## src/hw/rtl/dcr_pkg.sv

```systemverilog
`default_nettype none
// ----------------------------------------------------------------------------
// dcr_pkg: shared types and constants of the distance constraint relaxer
// Field widths, internal datapath widths and the per-stage item records.
// ----------------------------------------------------------------------------
package dcr_pkg;

  localparam int CoordW    = 16;
  localparam int DiffW     = 17;
  localparam int SqW       = 34;
  localparam int RadW      = 50;  // squared distance with guard fraction bits
  localparam int RootW     = 25;
  localparam int RemW      = 28;
  localparam int RestW     = 15;
  localparam int GuardBits = 8;
  localparam int LenDiffW  = 26;  // signed rest minus distance
  localparam int NumW      = 43;
  localparam int DivW      = 44;
  localparam int DenW      = 26;
  localparam int QuoW      = 18;
  localparam int SqrtSteps = RadW / 2;
  localparam int DivSteps  = QuoW;

  localparam logic [RestW-1:0] RestReset = 15'd160;

  // Item data carried alongside the arithmetic
  typedef struct packed {
    logic signed [CoordW-1:0] x1;
    logic signed [CoordW-1:0] y1;
    logic signed [CoordW-1:0] x2;
    logic signed [CoordW-1:0] y2;
    logic                     pin1;
    logic                     pin2;
    logic                     act;
    logic                     zero;
    logic signed [DiffW-1:0]  dx;
    logic signed [DiffW-1:0]  dy;
  } side_t;

  typedef struct packed {
    logic [RadW-1:0]  rad;
    logic [RemW-1:0]  rem;
    logic [RootW-1:0] root;
    side_t            side;
  } sqrt_t;

  typedef struct packed {
    logic [DivW-1:0] remx;
    logic [DivW-1:0] remy;
    logic [QuoW-1:0] qx;
    logic [QuoW-1:0] qy;
    logic [DenW-1:0] den;
    logic            negx;
    logic            negy;
    side_t           side;
  } div_t;

  // Clamp a 20-bit signed sum to the coordinate range
  function automatic logic signed [CoordW-1:0] sat16(input logic signed [19:0] v);
    logic signed [CoordW-1:0] r;
    if (v > 20'sd32767) begin
      r = 16'sh7fff;
    end else if (v < -20'sd32768) begin
      r = 16'sh8000;
    end else begin
      r = v[CoordW-1:0];
    end
    return r;
  endfunction

endpackage
`default_nettype wire

```

## src/hw/rtl/dcr_div_cell.sv

```systemverilog
`default_nettype none
// ----------------------------------------------------------------------------
// dcr_div_cell: one quotient bit of the x and y offset dividers
// Compares both partial remainders against the shifted divisor.
// ----------------------------------------------------------------------------
module dcr_div_cell #(
  parameter int Shift = 0
) (
  input  wire logic          clk_i,
  input  wire logic          rst_ni,
  input  wire logic          valid_i,
  input  wire dcr_pkg::div_t data_i,
  output logic               valid_o,
  output dcr_pkg::div_t      data_o
);

  logic [dcr_pkg::DivW-1:0] cmp;
  logic                     gex;
  logic                     gey;
  dcr_pkg::div_t            data_d;

  // restoring step at quotient bit Shift for both lanes
  always_comb begin
    cmp    = dcr_pkg::DivW'(data_i.den) << Shift;
    gex    = (data_i.remx >= cmp);
    gey    = (data_i.remy >= cmp);
    data_d = data_i;
    data_d.remx      = gex ? (data_i.remx - cmp) : data_i.remx;
    data_d.remy      = gey ? (data_i.remy - cmp) : data_i.remy;
    data_d.qx[Shift] = gex;
    data_d.qy[Shift] = gey;
  end

  always_ff @(posedge clk_i or negedge rst_ni) begin
    if (!rst_ni) begin
      valid_o <= 1'b0;
    end else begin
      valid_o <= valid_i;
    end
  end

  always_ff @(posedge clk_i) begin
    data_o <= data_d;
  end

endmodule
`default_nettype wire

```

## config.mk

```make
export PLATFORM = sky130hd
export DESIGN_NAME = dcr_div_cell
export DESIGN_NICKNAME = d
export VERILOG_FILES = /design/src/hw/rtl/dcr_pkg.sv /design/src/hw/rtl/dcr_div_cell.sv
export SDC_FILE = /design/constraint.sdc
export NUM_CORES = 1
export LEC_CHECK = 0
export BUFFER_PORTS_ARGS = -buffer_cell sky130_fd_sc_hd__clkbuf_2
export CAP_MARGIN = 20
export CORE_AREA = 4 4 200 202
export DETAILED_ROUTE_END_ITERATION = 10
export DIE_AREA = 0 0 204 206
export HOLD_SLACK_MARGIN = 0.1
export PLACE_DENSITY = 0.52
export REMOVE_ABC_BUFFERS = 1
export SETUP_SLACK_MARGIN = 0.15
export SLEW_MARGIN = 20
export SYNTH_ARGS = -nofsm -noshare
export SYNTH_HDL_FRONTEND = slang
export SYNTH_SLANG_ARGS = --single-unit
export TNS_END_PERCENT = 30
```

## constraint.sdc

```tcl
create_clock -name clk_i -period 0.8 [get_ports clk_i]
set_input_delay 0.04 -clock clk_i [delete_from_list [all_inputs] [get_ports clk_i]]
set_output_delay 0.04 -clock clk_i [all_outputs]
set_load 0.1 [all_outputs]
```

======== Word-level counts from Yosys, hierarchy flattened ========
Cells that the tools add are included.
operators by class
  $add $sub $neg .......................... 2
  mux-type cells .......................... 2
  $lt $le $gt $ge ......................... 2
operators by type and width
  cell                            count
  >= comparator 44 x 26 -> 1 bit  2
  2-to-1 mux 44 bit               2
  subtractor 44 x 26 -> 44 bit    2
word-level totals
  input port bits ......................... 257
  output and inout port bits .............. 255
  logic and storage cells ................. 24
  flip-flop bits (word level) ............. 255

======== Depth between registers and ports, before layout ========
Gate-level depths: netlist of run 1.
  depth after elaboration ................. 2
  depth in mapped cells ................... 13
  mapped depth without buffers ............ 12

======== Worst setup path before layout of run 1 ========
OpenSTA, ideal clock, no wires.
  path kind ............................... input to register
  from .................................... in data_i[112] in the netlist's numbering
  to ...................................... reg data_o[252] in the netlist's numbering
  data required time ...................... 666 ps
  arrival ................................. 2387 ps
  cell stages on the path ................. 11
  path slack .............................. -1721 ps
  path buffers ............................ 1
  setup time .............................. 134 ps
  cell sequence ........................... inv_1 -> ha_1 -> clkbuf_1 -> a21oi_1 -> o211ai_1 -> a31o_2 -> a311o_1 -> a211oi_1 -> o211ai_2 -> nor4_1 -> xor2_1
RTL lines
  item                  line                text
  start, declared       dcr_div_cell.sv:12  input wire dcr_pkg::div_t data_i,
  end signal, assigned  dcr_div_cell.sv:43  data_o <= data_d;
  end, declared         dcr_div_cell.sv:14  output dcr_pkg::div_t data_o

==> impl_results.md, run 1 <==
* Crit path DAT at about 2.6 ns
* Worst Hold Class: in -> reg
* Final hold violation count at 24
* Avg Cell Area, Syn at 9.91 um2
* Rel. slew slack at 0.610
* Main flop type after synthesis: dfxtp_1
* Final period util at 2.60
* Pwr dens at 2120 nW/um2
* Register clock-pin slew on the reported worst setup and hold paths at about 0.050 ns
* Count of warnings emitted by yosys at 0
* Max Freq at slightly below 500 MHz
* CORE AREA at roughly 38000 um2
* Die ar. at between 40000 and 50000 um2
* Final setup fails at 345
* Worst setup margin at -1.28 ns
* Initial antenna violation count at 11
* Min Hold Slack at -0.329 ns
* Synth Cell Area at 9650 um2
* Pre-CTS setup slack at -2.04 ns
* CTS tree: built
* Drt initial violations at approximately 560
* Critical Path End: data_o[202]
* Layout cells sized above 1 at 0.549
* Max-cap violations at 0
* DR pass1 iterations at 5
* Worst-Margin Slew at around 0.58 ns
* Commonest non-fill, non-tap cell in the layout: buf_4
* Tmin final at 2.08 ns
* Initial Utilization at 0.252
* Largest net degree at the start of global routing at 25
* Io pins at 512
* Die W at 204 um
* NumNets Final at ~2300
* Gate Count Post-Synth at 973
* Crit path max fanout at 2
* Number of flops mapped to enable cells by yosys at 0
* Routed len/inst at 21.4 um
* Dpl hpwl at ~42000 um
* Status: finished with violations
* Total power draw at approximately 49 mW
* Global placer's final weighted congestion at 0.907
* Layout area overhead at 142%
* Critical path type: in -> reg
* Critical Path RT at about 1.3 ns
* Die extent in y at between 200 and 250 um
* Yosys cell types at a little over 60
* CP Capture Type: flip-flop
* DRC Markers at 0
* Most frequent cells in the layout: buf_4 (285), buf_12 (259), clkbuf_2 (248)
* GRT overflow at 0
* RSZ-0062 raised after global routing: yes
* Failing checks: hold timing, setup timing
* First-pass GRT wire length at ~80000 um
* Via-per-instance ratio at ~4.5
* Vias in the first global route at roughly 12000
* Sequential area share after synthesis at 0.530
* Worst VDD drop at 1.96 mV
* Leakage power at roughly 11 nW
* Slew Viols, Final at 0
* Buffers added on ports at 509
* Site row count at 72
* Worst-case clock buffer depth at 3
* Clock sinks at between 200 and 300
* Setup crit start: data_i[202]
* Final WL at ~55000 um
* H-tree Lvls at 1
* #FFs+latches synth at 255
* Via count at around 12000
* Startpoint types: input port
* CTS buffer count at 30
* Clock Tree Root: clkbuf_16
* Ys async rst share at 0.00392
* Post-DRT Antenna Nets at 0
* All-layer global routing usage at 0.246
power by group:
group	total (mW)	leakage [nW]	internal, mW	switching, mW
clock	13.7	0.482	8.05	5.70
combinational	20.6	7.94	8.19	12.4
sequential	15.1	2.15	14.0	1.02
total	49.4	10.6	30.3	19.1
per-layer routing:
layer,vias up,global-route usage,part of all wire
met5,-,0,0.0011
met3,113,0.0650,0.069
li1,5547,-,-
met4,10,0.0991,0.053
met1,5363,0.285,0.39
met2,474,0.433,0.49
final cells by class:
class / count / area [um2]
flip-flops and latches: 255 / 5300
clock buffers: 41 / 852
inverters: 42 / 178
multi-input cells: 642 / 4880
well taps: 518 / 648
clock inverters: 10 / 128
diodes: 6 / 15.0
repair buffers: 1058 / 11300
fillers: 3004 / 15000
flip-flops by register name (all words and copies together), names as in the netlist:
register,flops
data_o,254
valid_o,1
worst min-delay path by stage:
| stage | start | endpoint | slack, ns | cells past startpoint |
|---|---|---|---|---|
| 2_1_floorplan | rst_ni | valid_o | -0.26 | 0 |
| 3_5_place_dp | rst_ni | valid_o | -0.18 | 1 |
| 6_report | data_i[104] | data_o[104] | -0.33 | 1 |
| 5_1_grt | data_i[104] | data_o[104] | -0.35 | 1 |
| 4_1_cts | data_i[106] | data_o[106] | -0.45 | 1 |
| 3_3_place_gp | rst_ni | valid_o | -0.19 | 1 |
per-stage QoR:
step / area, um2 / hold WS (ns) / utilization / std cells / setup TNS [ns]
2_1_floorplan: 9490 / -0.256 / - / 939 / -264.75
4_1_cts: 22700 / -0.454 / 0.593 / 2538 / -201.69
3_5_place_dp: 18700 / -0.181 / 0.487 / 2247 / -166.21
3_3_place_gp: 18700 / -0.185 / 0.487 / 2247 / -161.77
6_report: 23300 / -0.329 / 0.609 / 2572 / -196.31
5_1_grt: 23300 / -0.345 / 0.609 / 2570 / -212.33
worst max-delay path: stages:
cell and delay, ns:
buf_6 0.09, or4_4 0.54, or3_4 0.35, or4b_4 0.56
a31oi_4 0.17, buf_4 0.13, buf_6 0.08, buf_6 0.08
buf_4 0.09, buf_6 0.09, nor2_4 0.04, and3_4 0.15
xor2_2 0.15
cell usage after synthesis (2+ instances only):
master / instances / area (um2)
dfxtp_1: 254 / 5080
nand2_1: 91 / 342
o21ai_0: 80 / 400
ha_1: 52 / 651
a21oi_1: 51 / 255
nor2_1: 49 / 184
xor2_1: 47 / 412
inv_1: 40 / 150
xnor2_1: 32 / 280
clkbuf_1: 24 / 90.1
a21o_1: 22 / 165
nand3_1: 22 / 110
nor4_1: 18 / 113
nor3_1: 17 / 85.1
a211oi_1: 15 / 113
nand4_1: 15 / 93.8
or3_1: 12 / 75.1
nand2b_1: 11 / 68.8
o31ai_1: 10 / 75.1
o211ai_1: 9 / 67.6
nor2b_1: 8 / 50.1
a31o_2: 6 / 52.6
and3_1: 6 / 37.5
or4_1: 6 / 45.0
a31oi_1: 5 / 31.3
and2_1: 5 / 31.3
o21a_1: 5 / 37.5
o21bai_1: 5 / 37.5
a21boi_0: 4 / 30.0
buf_2: 4 / 20.0
o31a_1: 4 / 35.0
a311oi_1: 3 / 26.3
buf_4: 3 / 22.5
nand4b_1: 3 / 26.3
and4_1: 2 / 17.5
buf_6: 2 / 22.5
fa_1: 2 / 40.0
nand3b_1: 2 / 15.0
nor3b_1: 2 / 15.0
nor4b_1: 2 / 17.5
or2_2: 2 / 12.5
cells by family (layout without fill, tap and decap cells):
family | count (synthesis) | count (layout) | share of synthesized area
AND/OR/NAND/NOR | 278 | 278 | 0.144
flip-flops | 255 | 255 | 0.530
AO/OA/AOI/OAI | 229 | 229 | 0.147
XOR/XNOR | 79 | 79 | 0.0717
buffers and inverters | 76 | 1151 | 0.0332
adder cells (fa/ha/maj) | 54 | 54 | 0.0716
multiplexers | 2 | 2 | 0.00220
other | 0 | 6 | 0
timing repair:
item / 4_1_cts / 5_1_grt
hold buffers: 222 / 17
hold endpoints to repair: 255 / 69
gates cloned: 2 / 1
buffers inserted: 16 / 10
setup endpoints to repair: 345 / 345
resized for setup: 186 / 136
pin swaps: 40 / 22
(Power assumes the default switching activity.)
==> inputs of run 2 (changes only) <==
PLACE_DENSITY = default   (was 0.52)
PLACE_DENSITY_LB_ADDON = 0.1   (was default)
==> run 2 against run 1 <==
Compared with the run above:
- the run still ends with hold timing, setup timing left
- utilization increased by 1.8 points
- clock-buffer cell count is 3 higher
- global-route usage fell by 1.4 points
- non-clock buffer count shrank 11
- cell count fell by 0.23%
==> impl_results.md, run 2 (synthesized netlist as in run 1, its figures left out) <==
* Status: finished with violations
* Failing checks: hold timing, setup timing
* Die ar. at 42000 um2 (unchanged)
* Rel. slew slack at 0.590 (-0.0198)
* NumNets Final at 2330 (-0.43%)
* Final TNS setup at -188.52 ns (+7.79 ns)
* Final hold violation count at 27 (+13%)
* GR Util met3 at 0.0629 (-0.00204)
* Site row count at 72 (unchanged)
* Layout cells sized above 1 at 0.614 (+0.0652)
* CTS tree: built
* H-tree Lvls at 1 (unchanged)
* GRT overflow at 0 (unchanged)
* Regs by FF count: data_o (254), valid_o (1)
* # fillers at 2954 (-1.7%)
* Drt initial violations at 386 (-32%)
* Worst-case clock buffer depth at 3 (unchanged)
* First-pass GRT wire length at 74500 um (-5.4%)
* Register clock-pin slew on the reported worst setup and hold paths at 0.06 ns (about the same)
* Final WL at 53200 um (-3.2%)
* Layout area overhead at 149%
* Largest net degree at the start of global routing at 41 (+64%)
* Clock Tree Root: clkbuf_16
* Worst setup margin at -1.26 ns (+0.0233 ns)
* Dpl hpwl at 40100 um (-5.2%)
* Pwr dens at 2110 nW/um2 (-0.57%)
* Min Hold Slack at -0.417 ns (-0.0881 ns)
* Worst Hold Class: in -> reg
* DR pass1 iterations at 5 (unchanged)
* Leakage power at 10.7 nW (+1.5%)
* Buffers added on ports at 509 (unchanged)
* Worst VDD drop at 1.81 mV (-7.4%)
* Fin area at 24000 um2 (+2.9%)
* Global placer's final weighted congestion at 0.925 (+2.1%)
* Placed cells at 2230 (-0.76%)
* Hold Path Cell Cnt at 1 (unchanged)
* Largest register FFs at 254 (unchanged)
* Critical path type: in -> reg
* Register area at 5380 um2 (+1.4%)
* Top reg by flops: data_o
* RSZ-0062 raised after global routing: yes
* CORE AREA at 38300 um2 (unchanged)
* CP Capture Type: flip-flop
* Initial Utilization at 0.252 (unchanged)
* Final period util at 2.57 (-0.0291)
* Startpoint types: input port
* Worst-Margin Slew at 0.609 ns (+0.0317 ns)
* Area occupied by multi-input gates at 5320 um2 (+9.0%)
* Vias in the first global route at 11919 (-3.2%)
* All-layer global routing usage at 0.232 (-0.0138)
* Most frequent cells in the layout: buf_4 (268), buf_12 (259), clkbuf_2 (242)
* Die W at 204 um (unchanged)
* Via count at 11302 (-1.8%)
* Met2 GRT Util at 0.406 (-0.0268)
* DRC Markers at 0 (unchanged)
* Tmin final at 2.06 ns (-0.0233 ns)
* Initial antenna violation count at 10 (-1)
* Crit path DAT at 2.51 ns (-0.04 ns)
* Final setup fails at 345 (unchanged)
* Routed len/inst at 20.7 um (-3.0%)
* GR Util met1 at 0.269 (-0.0160)
* Max Freq at 486 MHz (+1.1%)
* CTS buffer count at 31 (+3.3%)
* Commonest non-fill, non-tap cell in the layout: buf_4
* Non-Filler Instances at 2566 (-0.23%)
* Cell Area, Placed at 18500 um2 (-0.75%)
* Most crowded layer after global routing: met2
* Crit path max fanout at 5 (+3)
* Via-per-instance ratio at 4.40 (-1.6%)
* Die extent in y at 206 um (unchanged)
* Post-DRT Antenna Nets at 0 (unchanged)
* Io pins at 512 (unchanged)
* Critical Path RT at 1.25 ns (-0.02 ns)
* Slew Viols, Final at 0 (unchanged)
* Post-layout util at 0.627 (+0.0176)
* Max-cap violations at 0 (unchanged)
* Clock sinks at 255 (unchanged)
[run 2: final cells by class]
| type | count | area share |
|---|---|---|
| inverters | 42 | 0.00798 |
| clock buffers | 44 | 0.0373 |
| repair buffers | 1047 | 0.474 |
| well taps | 518 | 0.0270 |
| clock inverters | 14 | 0.00704 |
| multi-input cells | 642 | 0.222 |
| diodes | 4 | 0.000417 |
| flip-flops and latches | 255 | 0.224 |
[run 2: repair_timing]
item                                    CTS  global route
gates cloned                              2             7
endpoints found under the setup margin  345           345
buffers inserted                         19            12
hold endpoints to repair                255            73
gates resized for setup                 233           300
pin swaps                                55            55
hold buffers                            216            19
[run 2: path summary, 6_finish.rpt]
kind	from	end	slack (ns)
max	data_i[202]	data_o[207]	-1.26
min	data_i[106]	data_o[106]	-0.42
max in group asynchronous	rst_ni	valid_o	0.37
min in group asynchronous	rst_ni	valid_o	0.33
[run 2: worst max-delay path: stages]
cell and delay, ns:
buf_6 0.09, or4_4 0.52, or3_4 0.34, or4b_4 0.56, a31oi_4 0.18, and3_4 0.26
inv_8 0.05, buf_12 0.12, nand2_8 0.10, a211oi_2 0.05, xor2_1 0.18
[run 2: power breakdown]
group	leakage, nW	total [mW]	switching, mW	internal (mW)
combinational	8.06	20.9	12.6	8.34
sequential	2.15	15.1	0.960	14.1
clock	0.523	14.6	5.80	8.76
[run 2: stage by stage]
stage,setup WS [ns],power (mW)
5_1_grt,-1.25,52.2
3_3_place_gp,-2.09,33.9
6_report,-1.26,50.5
2_1_floorplan,-3.23,25.2
4_1_cts,-1.17,50.3
3_5_place_dp,-2.13,34.0
[run 2: per-layer routing]
layer | wire length [um] | vias up
li1 | - | 5532
met1 | 20900 | 5264
met2 | 26300 | 385
met3 | 3460 | 109
met4 | 2430 | 12
met5 | 92 | -
