==> config.mk <==
export PLATFORM = sky130hd
export DESIGN_NAME = dcr_sqrt_cell
export DESIGN_NICKNAME = d
export VERILOG_FILES = /design/src/hw/rtl/dcr_pkg.sv /design/src/hw/rtl/dcr_sqrt_cell.sv
export SDC_FILE = /design/constraint.sdc
export NUM_CORES = 1
export LEC_CHECK = 0
export ABC_AREA = 1
export ABC_CLOCK_PERIOD_IN_PS = 800
export BUFFER_PORTS_ARGS = -buffer_cell sky130_fd_sc_hd__buf_2
export CORE_AREA = 2 2 159 161
export CTS_CLUSTER_DIAMETER = 60
export DETAILED_ROUTE_END_ITERATION = 10
export DIE_AREA = 0 0 161 163
export GPL_TIMING_DRIVEN = 0
export PLACE_DENSITY = 0.68
export SYNTH_ARGS = -nofsm -noshare
export SYNTH_HDL_FRONTEND = slang
export SYNTH_SLANG_ARGS = --single-unit
==> constraint.sdc <==
create_clock -name clk_i -period 0.8 [get_ports clk_i]
set_input_delay 0.16 -clock clk_i [delete_from_list [all_inputs] [get_ports clk_i]]
set_output_delay 0.16 -clock clk_i [all_outputs]
set_load 0.02 [all_outputs]
==> src/hw/rtl/dcr_pkg.sv <==
`default_nettype none
// ----------------------------------------------------------------------------
// dcr_pkg: shared types and constants of the distance constraint relaxer
// Field widths, internal datapath widths and the per-stage item records.
// ----------------------------------------------------------------------------
package dcr_pkg;

  localparam int CoordW    = 16;
  localparam int DiffW     = 17;
  localparam int SqW       = 34;
  localparam int RadW      = 50;  // squared distance with guard fraction bits
  localparam int RootW     = 25;
  localparam int RemW      = 28;
  localparam int RestW     = 15;
  localparam int GuardBits = 8;
  localparam int LenDiffW  = 26;  // signed rest minus distance
  localparam int NumW      = 43;
  localparam int DivW      = 44;
  localparam int DenW      = 26;
  localparam int QuoW      = 18;
  localparam int SqrtSteps = RadW / 2;
  localparam int DivSteps  = QuoW;

  localparam logic [RestW-1:0] RestReset = 15'd160;

  // Item data carried alongside the arithmetic
  typedef struct packed {
    logic signed [CoordW-1:0] x1;
    logic signed [CoordW-1:0] y1;
    logic signed [CoordW-1:0] x2;
    logic signed [CoordW-1:0] y2;
    logic                     pin1;
    logic                     pin2;
    logic                     act;
    logic                     zero;
    logic signed [DiffW-1:0]  dx;
    logic signed [DiffW-1:0]  dy;
  } side_t;

  typedef struct packed {
    logic [RadW-1:0]  rad;
    logic [RemW-1:0]  rem;
    logic [RootW-1:0] root;
    side_t            side;
  } sqrt_t;

  typedef struct packed {
    logic [DivW-1:0] remx;
    logic [DivW-1:0] remy;
    logic [QuoW-1:0] qx;
    logic [QuoW-1:0] qy;
    logic [DenW-1:0] den;
    logic            negx;
    logic            negy;
    side_t           side;
  } div_t;

  // Clamp a 20-bit signed sum to the coordinate range
  function automatic logic signed [CoordW-1:0] sat16(input logic signed [19:0] v);
    logic signed [CoordW-1:0] r;
    if (v > 20'sd32767) begin
      r = 16'sh7fff;
    end else if (v < -20'sd32768) begin
      r = 16'sh8000;
    end else begin
      r = v[CoordW-1:0];
    end
    return r;
  endfunction

endpackage
`default_nettype wire

==> src/hw/rtl/dcr_sqrt_cell.sv <==
`default_nettype none
// ----------------------------------------------------------------------------
// dcr_sqrt_cell: one digit of the square root chain
// Retires two radicand bits and one root bit, then hands the item on.
// ----------------------------------------------------------------------------
module dcr_sqrt_cell (
  input  wire logic           clk_i,
  input  wire logic           rst_ni,
  input  wire logic           valid_i,
  input  wire dcr_pkg::sqrt_t data_i,
  output logic                valid_o,
  output dcr_pkg::sqrt_t      data_o
);

  logic [dcr_pkg::RemW-1:0] rem_sh;
  logic [dcr_pkg::RemW-1:0] trial;
  logic                     ge;
  dcr_pkg::sqrt_t           data_d;

  // restoring step: try (4*root + 1) against the shifted remainder
  always_comb begin
    rem_sh = {data_i.rem[dcr_pkg::RemW-3:0], data_i.rad[dcr_pkg::RadW-1 -: 2]};
    trial  = {1'b0, data_i.root, 2'b01};
    ge     = (rem_sh >= trial);
    data_d      = data_i;
    data_d.rad  = data_i.rad << 2;
    data_d.rem  = ge ? (rem_sh - trial) : rem_sh;
    data_d.root = {data_i.root[dcr_pkg::RootW-2:0], ge};
  end

  always_ff @(posedge clk_i or negedge rst_ni) begin
    if (!rst_ni) begin
      valid_o <= 1'b0;
    end else begin
      valid_o <= valid_i;
    end
  end

  always_ff @(posedge clk_i) begin
    data_o <= data_d;
  end

endmodule
`default_nettype wire

Word-level counts from Yosys, hierarchy flattened
Cells that the tools add are included.
{"block": "totals", "regBits": 204, "input_bits": 208, "output_inout_bits": 206, "wordCells": 17}
{"block": "op_classes", "add_sub_neg": 1, "n_lt_le_gt_ge": 1, "muxes": 1}
{"op": "$ge 28x27->1", "count": 1}
{"op": "$mux 28", "count": 1}
{"op": "$sub 28x27->28", "count": 1}

Depth between registers and ports, before layout
Gate-level depths: netlist of run 1.
{"block": "depth", "ltp_word": 2, "mapped_depth": 14, "ltp_nobuf": 13}

Worst setup path before layout of run 1
No wires, ideal clock.
{"block": "synth_timing", "path_kind": "in2reg", "from": "in data_i[122] (netlist bit)", "to": "reg data_o[142] (netlist bit)", "setup_ps": 112, "arrival_ps": 1436, "required_time_ps": 688, "path_slack_ps": -749, "path_stages": 13, "n_path_buf": 1, "path_cell_list": "inv_1 ha_1 nand2_2 inv_1 nand2_1 nand2_1 nand2_1 nand2_1 a21oi_1 nand3_2 buf_8 nand2_1 nand2_1"}
{"item": "start, declared", "line_no": "dcr_sqrt_cell.sv:10", "text": "input wire dcr_pkg::sqrt_t data_i,"}
{"item": "end signal, assigned", "line_no": "dcr_sqrt_cell.sv:40", "text": "data_o <= data_d;"}
{"item": "end, declared", "line_no": "dcr_sqrt_cell.sv:12", "text": "output dcr_pkg::sqrt_t data_o"}

==> results of run 1 <==
==> critical path, cell delays in order <==
cell	delay, ps
sky130_fd_sc_hd__buf_4	130
sky130_fd_sc_hd__ha_4	260
sky130_fd_sc_hd__nand2_2	90
sky130_fd_sc_hd__nand2_2	70
sky130_fd_sc_hd__inv_2	60
sky130_fd_sc_hd__nand2_2	70
sky130_fd_sc_hd__nand2_2	80
sky130_fd_sc_hd__nand3_4	100
sky130_fd_sc_hd__nand2_4	110
sky130_fd_sc_hd__inv_4	50
sky130_fd_sc_hd__nor2_8	240
sky130_fd_sc_hd__clkbuf_16	230
sky130_fd_sc_hd__nand2_2	50
sky130_fd_sc_hd__nand2_1	60
==> logic make-up (layout without fill, tap and decap cells) <==
kind of cell | Yosys count | in the layout | share of synthesized area (%)
and+or+nand+nor | 331 | 331 | 21.4
DFF | 204 | 204 | 60.1
buffers and inverters | 141 | 827 | 8.49
AOI/OAI and AO/OA | 31 | 31 | 3.05
adders and majority gates | 27 | 27 | 4.96
xor gates and xnor gates | 15 | 15 | 1.93
other | 1 | 9 | 0.0551
==> power breakdown <==
| part | total (mW) | switching (mW) | internal, mW |
|---|---|---|---|
| sequential | 11.5 | 0.395 | 11.1 |
| combinational | 7.48 | 3.68 | 3.80 |
| clock | 11.0 | 4.52 | 6.49 |
| total | 30.0 | 8.59 | 21.4 |
==> timing repair <==
action	in CTS	in global routing
hold buffers	203	1
endpoints found under the setup margin	233	233
cloned	1	2
gates resized for setup	666	100
pin swaps	33	41
endpoints found under the hold margin	204	2
buffers inserted	17	10
==> flip-flops by register name (all words and copies together) (netlist names) <==
name     flops
data_o     203
valid_o      1
==> area by class of cell <==
cell class / instances / area [µm²] / area share, %
repair buffers: 642 / 5800 / 38.8
well taps: 330 / 413 / 2.76
flip-flops and latches: 204 / 4340 / 29.1
clock buffers: 34 / 699 / 4.68
clock inverters: 10 / 98.8 / 0.661
diodes: 7 / 17.5 / 0.117
plain buffers: 7 / 110 / 0.737
inverters: 134 / 553 / 3.70
multi-input cells: 406 / 2910 / 19.4
==> cells in the mapped netlist <==
cell and n:
sky130_fd_sc_hd__nand3b_1 5, sky130_fd_sc_hd__dfxtp_1 203, sky130_fd_sc_hd__buf_6 4, sky130_fd_sc_hd__nand2_1 231
sky130_fd_sc_hd__nand4_1 5, sky130_fd_sc_hd__conb_1 1, sky130_fd_sc_hd__o21ai_2 13, sky130_fd_sc_hd__buf_4 2
sky130_fd_sc_hd__buf_8 1, sky130_fd_sc_hd__xnor2_1 11, sky130_fd_sc_hd__a21oi_2 1, sky130_fd_sc_hd__nand3_1 24
sky130_fd_sc_hd__dfrtp_1 1, sky130_fd_sc_hd__ha_1 27, sky130_fd_sc_hd__a21oi_1 14, sky130_fd_sc_hd__nor3_2 1
sky130_fd_sc_hd__nor2_2 2, sky130_fd_sc_hd__inv_2 5, sky130_fd_sc_hd__o21ai_0 3, sky130_fd_sc_hd__nor2_1 35
sky130_fd_sc_hd__nand3b_4 1, sky130_fd_sc_hd__nor2_8 1, sky130_fd_sc_hd__nor2_4 2, sky130_fd_sc_hd__nand3_2 10
sky130_fd_sc_hd__inv_1 129, sky130_fd_sc_hd__xor2_1 4, sky130_fd_sc_hd__nand2_2 13, sky130_fd_sc_hd__and2_1 1
==> placed cells by master, fill, tap and decap left out, types with 27 or more instances in the layout <==
cell / netlist / layout
sky130_fd_sc_hd__clkbuf_16: 0 / 27
sky130_fd_sc_hd__nand2_2: 13 / 54
sky130_fd_sc_hd__inv_1: 129 / 94
sky130_fd_sc_hd__buf_6: 4 / 221
sky130_fd_sc_hd__nand2_4: 0 / 27
sky130_fd_sc_hd__buf_4: 2 / 27
sky130_fd_sc_hd__nand2_1: 231 / 163
sky130_fd_sc_hd__inv_2: 5 / 28
sky130_fd_sc_hd__dfxtp_2: 0 / 202
sky130_fd_sc_hd__buf_2: 0 / 183
sky130_fd_sc_hd__dlygate4sd3_1: 0 / 204
==> worst max-delay path by stage <==
stage	slack, ps	cells after the start	end	start
4_1_cts	-430	15	data_o[137]	data_i[113]
5_1_grt	-560	14	data_o[145]	data_i[132]
6_report	-520	14	data_o[145]	data_i[132]
3_3_place_gp	-1190	14	data_o[143]	data_i[111]
2_1_floorplan	-640	12	data_o[131]	data_i[118]
3_5_place_dp	-1180	14	data_o[143]	data_i[111]
==> routing by layer <==
layer	routed length [µm]	up-vias
met5	41	-
met4	1020	6
met3	2890	79
met2	16800	311
met1	13900	3455
li1	-	3612
==> flow_results.org, run 1 <==
** Floorplanning
- Initial Utilization :: 27.6%
- The die is ~160 µm wide.
- The die is 163 µm tall.
- In this run the count of I/O pins placed on the die edge is 414.
- Std-Cell Core Area :: 0.0247 mm²
- The initialized floorplan defines 58 standard-cell rows.
- Die Footprint :: roughly 0.026 mm²

** STA
- Final Hold Slack :: -90.6 ps
- For the finished layout, the period the worst path requires is approximately 1300 ps.
- Setup repair after global routing could not meet its margin everywhere.
- F_max :: 760 MHz
- Slew Viols, Final :: 0
- Finish-stage setup viols :: between 200 and 250
- In the final timing run, aggregate negative setup slack is -77750 ps.
- Final hold violation count :: 1
- The final critical path takes up 165% of the cycle.
- Crit path setup slack, layout :: -517 ps

** Synthesis
- Sequential share of the synthesized area :: about three fifths
- Yosys attributes the largest share of cell area to sky130_fd_sc_hd__dfxtp_1, sky130_fd_sc_hd__nand2_1, sky130_fd_sc_hd__inv_1.
- Yosys Warn Count :: 0
- sky130_fd_sc_hd__dfxtp_1 takes more of the synthesized area than any other cell.
- Average cell area after synthesis :: roughly 9.1 µm²
- Number of storage elements in the synthesis netlist :: 204
- Netlist area before placement :: 0.00681 mm²
- The synthesized design devotes to its leading area cell type 59.7% of total area.
- Yosys cell types :: 28
- Post-synthesis cell count :: 750

** Placement
- The congestion estimate from routability-driven global placement came to roughly 0.91.
- The count of buffers added on input and output ports is between 400 and 500.
- Counting tap cells, the placed design contains a total of 1490 instances.
- In this run the cell area measured after placement is 0.00975 mm².
- Pre-CTS setup slack :: -1180 ps
- HPWL reported at the end of detailed placement :: 23.9 mm

** Global routing
- Met2 usage in global routing :: 42.5%
- Total routing usage reported by global routing :: 25.1%
- The number of antenna violations at the first check in global routing was 10.
- Via count of the first global-routing pass :: 7758
- Entering global routing, the biggest net connects 14 pins.
- Global routing's busiest layer :: met2
- First-pass GRT wire length :: 48.8 mm
- The total overflow left after global routing is 0.
- Met1 usage :: between 30% and 40%
- Met3 Resource Use GR :: under 10%

** Power and ir drop
- VDD sags by at most around 1.4 mV.
- The design draws 30.0 mW.
- Static leakage :: 7.29 nW
- Cell area power density :: between 2000 and 2500 mW/mm²

** CTS
- Number of sinks driven by the clock tree :: 204
- Master cell of the clock root buffer :: sky130_fd_sc_hd__clkbuf_16
- In this run, CTS created clock tree buffers numbering 24.
- In this run the number of H-tree levels came out at 1.
- CTS tree :: done
- Clock Path Buffers :: 3
- After clock tree synthesis, the clock-pin slew on the worst setup and hold paths is 60 ps.

** Job
- Max_cap viols :: 0

** Finish
- After routing the design area is 0.0149 mm².
- Filler-free cell count of the finished design :: roughly 1800
- Fill cell count :: 1926
- For this run, the share of the core covered by cells in the final layout is 60.6%.
- In the final layout, the share of cells above drive strength 1 is 61.6%.
- Synth-to-layout area growth :: 120%
- Final net count :: 1654

** Routing
- The first detailed-routing pass took 5 iterations.
- After the first detailed-routing iteration, the DRC count stood at slightly below 500.
- In the routed layout, each cell is associated on average with a via count of 4.21.
- Number of remaining DRC errors :: 0
- In this run the remaining antenna-violating nets after routing total 0.
- Vias after detailed routing :: 7463
- Routed wire length :: 34.7 mm
- In the final routed layout, each cell accounts on average for about 20 µm.

** Worst setup path
- Crit Path Class :: input pin to flip-flop
- For the worst setup path, the data arrival time is roughly 1800 ps.
- Data on the critical path is required at its endpoint by around 1200 ps.
- Nature of the critical path endpoint :: flip-flop
- Highest fanout seen on the critical path :: 7
- The worst setup path is launched from an input pin.

** Run status
- Failing checks :: hold timing, setup timing
- Outcome :: complete, but fails checks

** Worst hold path
- Counting instances, the worst hold path has a depth of 3.
- The worst hold path begins at data_i[152].
- Worst Hold Class :: input pin to flip-flop
- The worst hold path terminates at data_o[154].
(Power assumes the default switching activity.)
==> run 2, diff against run 1 <==
- CORE_AREA: 2 2 159 161 -> 2 2 163 165
- DIE_AREA: 0 0 161 163 -> 0 0 165 167
- PLACE_DENSITY: 0.68 -> 0.66
==> flow_results.org, run 2 (synthesis results as in run 1) <==
** Run status
- The run finished, with violations left.
- The final reports fail on hold timing, setup timing.

** Finish
- Fill cell count :: 2045 (+6.2%)
- Synth-to-layout area growth :: 125%
- The register with the most flip-flops in the final layout is data_o.
- Fraction of layout instances using a drive strength above 1 :: 62.4% (+0.84 points)
- The library cells used most frequently in the layout, excluding fill and tap cells, are sky130_fd_sc_hd__buf_6, sky130_fd_sc_hd__dlygate4sd3_1, sky130_fd_sc_hd__dfxtp_2.
- Area of combinational cells with multiple inputs :: 0.00298 mm² (+2.4%)
- Most common library cell in the layout ignoring fill and taps :: sky130_fd_sc_hd__buf_6
- The final cell area excluding filler cells is 0.0153 mm² (+2.5%).
- Final core area utilization :: 59.5% (-1.1 points)
- Max reg flops :: 203 (unchanged)
- The area taken by flip-flops and latches is 0.00435 mm² (+0.26%).
- The final layout net count came to 1670 (+0.97%).
- The largest registers in the layout are data_o x203, valid_o x1.

** Global routing
- Via count of the first global-routing pass :: 7878 (+1.5%)
- The largest net degree at the start of global routing was 14 (unchanged).
- The global-route total usage across every layer was 24.2% (-0.90 points).
- First-pass GRT wire length :: 49.2 mm (+0.82%)
- Overall overflow remaining after global route :: 0 (unchanged)
- The number of antenna violations at the first check in global routing is 8 (-2).

** CTS
- The CTS H-tree depth is 1 (unchanged).
- Clock tree synthesis selected as its root buffer the cell sky130_fd_sc_hd__clkbuf_16.
- Number of sinks driven by the clock tree :: 204 (unchanged)
- The clock-pin slew reported for the worst setup and hold paths after clock tree synthesis was 60 ps (about the same).
- Cts hold-fix bufs :: 204 (+0.49%)
- Cts bufs inserted :: 24 (unchanged)
- TritonCTS built the clock tree.
- Clock Path Buffers :: 3 (unchanged)

** Job
- The max-cap check violation count came to 0 (unchanged).

** STA
- The final worst slack was -490 ps (+26.2 ps).
- Final worst-path cycle share :: 161% (-3.3 points)
- Final Hold Slack :: -94.0 ps (-3.38 ps)
- The time the worst path needs with I/O delays and setup is 1290 ps (-26.2 ps).
- Finish-stage setup viols :: 233 (unchanged)
- Aggregate negative setup slack :: -77880 ps (-135 ps)
- The final hold violation count was 1 (unchanged).
- Setup repair after global routing could not meet its margin everywhere.
- The achievable frequency came to 775 MHz (+2.0%).
- The number of pins exceeding their max-slew limit in the final report was 0 (unchanged).

** Floorplanning
- The die extent in y came to 167 µm (+2.5%).
- I/O pin count :: 414 (unchanged)
- Initial Utilization :: 26.4% (-1.2 points)
- Num rows :: 59 (+1.7%)
- Die Footprint :: 0.0276 mm² (+5.0%)
- Die width :: 165 µm (+2.5%)
- Std-Cell Core Area :: 0.0258 mm² (+4.4%)

** Routing
- M1 wire length :: 14.1 mm (+1.3%)
- Per-cell via count in the routed design :: 4.14 (-1.6%)
- Per-cell routed wire length :: 19.6 µm (+0.28%)
- The final routed DRC violation total is 0 (unchanged).
- Antenna viol nets, final :: 0 (unchanged)
- Detailed-routed wire length on met2 :: 17.2 mm (+2.4%)
- The met3 wire length was 2.43 mm (-16%).
- The highest metal layer carrying signal wires in the routed design is met5.
- Vias after detailed routing :: 7428 (-0.47%)
- First-pass detailed-route iteration total :: 5 (unchanged)
- Iteration-0 DRC Markers :: 409 (-15%)
- Routed wire length :: 35.2 mm (+1.5%)

** Worst setup path
- CP max stage delay :: 270 ps (about the same)
- The arrival time of data at the critical path endpoint is 1750 ps (about the same).
- Dominant cell type by count on the critical path :: sky130_fd_sc_hd__nand2_1
- On the critical path, the stage with the largest delay is an instance of sky130_fd_sc_hd__nand3b_1.
- The worst setup path is launched from an input pin.
- The top fanout value on the critical path was 3 (-4).
- Crit path required time :: 1260 ps (+20 ps)
- Following the worst setup path forward leads to its endpoint at data_o[146].
- Critical-path cell list :: buf_6, inv_2, ha_4, buf_6, nand2_1, nand2_1, inv_1, nand2_2, nand3b_1, nand2_1, nand2_1, nand2_2, nand3_4, nand2_2
- Crit Path Class :: input pin to flip-flop
- Tracing the worst setup path back leads to its startpoint at data_i[110].
- STA classifies the critical path endpoint as a flip-flop.

** Placement
- The number of port buffers was 409 (unchanged).
- The worst setup timing slack at the placement stage was -1190 ps (-16.5 ps).
- The area of placed instances is 0.00976 mm² (about the same).
- The detailed-placement wirelength estimate was 23.7 mm (-0.83%).
- Final weighted congestion in routability-driven placement :: 0.862 (-5.7%)

** Power and ir drop
- The power per unit of standard cell area came to 2040 mW/mm² (+1.8%).
- Maximum vdd drop :: 1.88 mV (+34%)
- The leakage power summed over all cells came to 7.40 nW (+1.6%).

** Worst hold path
- HP Start :: data_i[152]
- The tightest min-delay check is of the input pin to flip-flop type.
## run 2: changes by cell type in the layout (fill, tap and decap cells not counted), sizes merged
| cell | before | now |
|---|---|---|
| buf | 443 | 461 |
| bufinv | 1 | 5 |
| clkinv | 5 | 1 |
| clkbuf | 36 | 33 |
| clkinvlp | 0 | 2 |
| inv | 138 | 137 |
## run 2: layout make-up
| type | instances | share of cell area, % |
|---|---|---|
| antenna | 7 | 0.114 |
| buffer | 5 | 0.490 |
| clock buffer | 33 | 4.34 |
| clock inverter | 11 | 1.39 |
| inverter | 134 | 3.66 |
| multi-input combinational | 406 | 19.4 |
| sequential | 204 | 28.4 |
| tap | 335 | 2.74 |
| timing repair buffer | 660 | 39.4 |
## run 2: power breakdown
part | internal, mW | switching (mW)
Clock | 7.51 | 4.51
Combinational | 3.99 | 3.79
Sequential | 11.1 | 0.404
## run 2: timing repair
| action | CTS | global route |
|---|---|---|
| buffers inserted | 33 | 10 |
| gates cloned | 4 | 0 |
| endpoints found under the hold margin | 204 | 1 |
| gates resized for setup | 695 | 115 |
| setup endpoints to repair | 233 | 233 |
| pin swaps | 44 | 70 |
## run 2: per-layer routing
metal,GRT usage (%),up-vias
li1,-,3634
met1,28.1,3435
met2,42.7,276
met3,6.63,81
met4,8.13,2
met5,0,-
## run 2: worst min path at each step
| stage | cells past startpoint | end |
|---|---|---|
| after floorplan | 0 | valid_o |
| after global placement | 1 | valid_o |
| after detailed placement | 1 | valid_o |
| after CTS | 3 | data_o[154] |
| after global routing | 3 | data_o[154] |
| final | 3 | data_o[154] |
## run 2: worst max-delay path: cells and delay by family
| family | cells | cell delay (ps) |
|---|---|---|
| buf+inv | 4 | 360 |
| simple gates | 9 | 1000 |
| fa+ha+maj | 1 | 220 |
## run 2: stage by stage
step           cells  power [mW]
2_1_floorplan    751        14.3
3_3_place_gp    1495        16.3
3_5_place_dp    1495        16.3
4_1_cts         1780        30.9
5_1_grt         1791        32.4
6_report        1795        31.3
==> run 3, diff against run 2 <==
- ABC_AREA: 1 -> default
- CORE_AREA: 2 2 163 165 -> 2 2 160 162
- DIE_AREA: 0 0 165 167 -> 0 0 162 164
- PLACE_DENSITY: 0.66 -> 0.65
==> flow_results.org, run 3 <==
** Finish
- Final core area utilization :: 55.4% (-4.1 points)
- The final layout net count was 1394 (-17%).
- Max reg flops :: 203 (unchanged)
- Commonest cells after routing, fill and taps aside :: sky130_fd_sc_hd__buf_6, sky130_fd_sc_hd__dlygate4sd3_1, sky130_fd_sc_hd__buf_2
- Fill cell count :: 2016 (-1.4%)
- The final non-filler cell total is 1510 (-16%).
- Leaving out fill and tap cells, the most frequent cell in the layout is sky130_fd_sc_hd__buf_6.
- Synth-to-layout area growth :: 120%
- Register with the highest flop count :: data_o
- Registers with the highest flip-flop counts :: data_o x203, valid_o x1
- The share of final-layout standard cells stronger than drive strength 1 came to 65.6% (+3.2 points).

** CTS
- Clock-pin slew of the registers on the worst-case setup and hold paths :: 60 ps (about the same)
- CTS tree :: done
- The count of clock tree sinks is 204 (unchanged).
- Master cell of the clock root buffer :: sky130_fd_sc_hd__clkbuf_16
- The CTS H-tree depth is 1 (unchanged).
- Clock Path Buffers :: 3 (unchanged)
- Cts bufs inserted :: 26 (+8.3%)

** STA
- Aggregate negative setup slack :: -92810 ps (-14930 ps)
- The post-route worst hold slack is 60.2 ps (+154 ps).
- Tmin final :: 1890 ps (+599 ps)
- The final worst slack came to -1090 ps (-599 ps).
- The final setup violation count was 233 (unchanged).
- Slew Viols, Final :: 0 (unchanged)
- The part of the cycle the worst path needs came to 236% (+75 points).
- Unrepaired setup endpoints after global routing :: yes
- Final hold violation count :: 0 (-1)
- The achievable frequency is 529 MHz (-32%).

** Power and ir drop
- The fraction of power consumed by the clock network came to 37.7% (-0.7 points).
- The leakage power summed over all cells is 6.27 nW (-15%).
- Maximum vdd drop :: 1.49 mV (-21%)
- The net switching share of the total power was 27.2% (-0.65 points).
- Portion of total power attributed to sequential cells :: 39.0% (+2.3 points)
- The power per unit of standard cell area is 2150 mW/mm² (+5.3%).
- Internal portion of total power :: 21.5 mW (-4.7%)
- Power dissipated by switching net loads :: 8.03 mW (-7.7%)
- Portion of total power attributed to combinational logic :: 23.3% (-1.6 points)

** Worst hold path
- Worst Hold Class :: input pin to flip-flop

** Routing
- Antenna viol nets, final :: 0 (unchanged)
- The met2 wirelength from detailed routing is 15.2 mm (-12%).
- First-pass detailed-route iteration total :: 4 (-1)
- Routed wire length :: 28.9 mm (-18%)
- Met3 Wirelength :: 2.13 mm (-12%)
- Number of remaining DRC errors :: 0 (unchanged)
- The routed length on met1 was 10.2 mm (-28%).
- Max Used Layer :: met5
- Iteration-0 DRC Markers :: 237 (-42%)
- The routed wirelength normalized by instance count is 19.1 µm (-2.4%).
- The via count came to 6399 (-14%).
- Per-cell via count in the routed design :: 4.24 (+2.4%)

** Synthesis
- The area of the mapped netlist was 0.00626 mm² (-8.0%).
- The share of the synthesized area in the top cell type was 64.9% (+5.2 points).
- The post-synthesis async set-or-reset flop share is 0.490% (unchanged).
- Ranked by total cell area, the synthesized netlist is headed by sky130_fd_sc_hd__dfxtp_1, sky130_fd_sc_hd__ha_1, sky130_fd_sc_hd__mux2_4.
- The number of distinct library cell variants in the gate-level netlist after synthesis was 62 (+120%).
- Most common cell in the synthesized netlist :: sky130_fd_sc_hd__dfxtp_1
- Among all flip-flop cells after synthesis, the most frequent one is sky130_fd_sc_hd__dfxtp_1.
- The number of flops mapped to enable cells by yosys is 0 (unchanged).
- The flop and latch count out of synthesis came to 204 (unchanged).
- Average cell area after synthesis :: 12.7 µm² (+40%)
- The number of warnings issued by yosys came to 0 (unchanged).
- Post-synthesis cell count :: 492 (-34%)
- The biggest area contributor in the post-synthesis netlist is sky130_fd_sc_hd__dfxtp_1.
- The sequential-to-total area share from yosys stat was 65.3% (+5.2 points).
- Top cell types by occurrence after synthesis :: sky130_fd_sc_hd__dfxtp_1, sky130_fd_sc_hd__inv_1, sky130_fd_sc_hd__ha_1

** Placement
- HPWL reported at the end of detailed placement :: 18.5 mm (-22%)
- The placed instance count was 1232 (-18%).
- The worst setup timing slack at the placement stage is -1880 ps (-692 ps).
- The weighted congestion at the end of routability-driven global placement came to 0.832 (-3.5%).
- Number of input and output port buffers inserted :: 409 (unchanged)

** Global routing
- The number of global-route vias before repair was 6946 (-12%).
- The global-route total usage across every layer was 20.3% (-3.9 points).
- The sum of overflow across all layers after global routing came to 0 (unchanged).
- First-pass GRT wire length :: 40.9 mm (-17%)
- The number of antenna violations at the first check in global routing is 6 (-2).
- Maximum number of pins on one net before global-route repair :: 14 (unchanged)

** Worst setup path
- Nature of the critical path endpoint :: flip-flop
- The critical path ends at data_o[144].
- Critical path launch point :: data_i[108]
- Data arrival time at the worst-slack endpoint :: 2270 ps (+520 ps)
- The data required time of the critical path came to 1180 ps (-80 ps).
- Setup crit start kind :: input pin
- The top fanout value on the critical path is 6 (+3).
- Crit Path Class :: input pin to flip-flop

** Floorplanning
- The die boundary width was 162 µm (-1.8%).
- The number of top-level pins was 414 (unchanged).
- Vert. Die Dim :: 164 µm (-1.8%)
- Num rows :: 58 (-1.7%)
- Initial Utilization :: 25.2% (-1.2 points)
- The die outline area came to 0.0266 mm² (-3.6%).
- Std-Cell Core Area :: 0.0248 mm² (-3.7%)

** Run status
- Failing checks :: setup timing
- The flow ran to the end, but the final reports show violations.

** Job
- The max-cap check violation count came to 0 (unchanged).
==> run 3: cell families after synthesis <==
group | after synthesis | synth area share, %
flops | 204 | 65.3
compound gates | 91 | 10.6
simple gates | 73 | 6.51
buf+inv | 49 | 3.68
fa+ha+maj | 27 | 5.40
mux | 26 | 5.52
xor+xnor | 21 | 2.94
other cells | 1 | 0.0599
==> run 3: worst min-delay path by stage <==
stage                     cells past startpoint     endpoint  slack (ps)        start
after CTS                                     4  data_o[128]          80  data_i[204]
after global routing                          4  data_o[128]          70  data_i[204]
after detailed placement                      1      valid_o         -60       rst_ni
after global placement                        1      valid_o         -70       rst_ni
after floorplan                               0      valid_o        -140       rst_ni
final                                         4  data_o[128]          60  data_i[204]
==> run 3: per-stage QoR <==
step / power [mW] / area (µm²)
2_1_floorplan: 14.1 / 6380
3_3_place_gp: 15.9 / 8840
3_5_place_dp: 15.9 / 8840
4_1_cts: 29.6 / 13600
5_1_grt: 30.7 / 13700
6_report: 29.5 / 13700
==> run 3: final cells by class <==
class                           count  area (µm²)  share of cell area [%]
Clock buffer                       35         746                    5.42
Multi-Input combinational cell    240        2280                    16.6
Timing Repair Buffer              641        5630                    40.9
Tap cell                          330         413                    3.00
Inverter                           37         141                    1.03
Buffer                              9        92.6                   0.674
Clock inverter                     11        90.1                   0.655
Antenna cell                        3        7.51                  0.0546
Sequential cell                   204        4340                    31.6
==> run 3: worst max-delay path, stage by stage <==
cell and delay (ps):
sky130_fd_sc_hd__buf_2 90, sky130_fd_sc_hd__inv_1 40, sky130_fd_sc_hd__ha_1 380, sky130_fd_sc_hd__a21oi_1 220, sky130_fd_sc_hd__o211ai_1 180, sky130_fd_sc_hd__nor4_1 270, sky130_fd_sc_hd__nor3_2 110, sky130_fd_sc_hd__buf_4 170
sky130_fd_sc_hd__a31o_2 260, sky130_fd_sc_hd__xor2_1 140, sky130_fd_sc_hd__mux2_4 270
==> run 3: per-layer routing <==
| metal | up-vias | GRT usage [%] |
|---|---|---|
| li1 | 3045 | - |
| met1 | 3005 | 20.9 |
| met2 | 262 | 38.2 |
| met3 | 79 | 5.96 |
| met4 | 8 | 8.73 |
| met5 | - | 0 |
==> run 3: timing repair <==
| item | in CTS | in global routing |
|---|---|---|
| hold buffers | 205 | 0 |
| pin swaps | 17 | 17 |
| hold endpoints to repair | 204 | 0 |
| gates resized for setup | 650 | 24 |
| buffers inserted | 17 | 9 |
| setup endpoints to repair | 233 | 233 |
| gates cloned | 1 | 0 |
==> run 3: power by group through the flow <==
stage | sequential (mW) | combinational (mW) | clock [mW]
6_report | 11.5 | 6.89 | 11.1
5_1_grt | 11.6 | 7.25 | 11.9
4_1_cts | 11.5 | 6.68 | 11.4
3_5_place_dp | 11.3 | 4.60 | 0
3_3_place_gp | 11.3 | 4.55 | 0
2_1_floorplan | 12.4 | 1.74 | 0
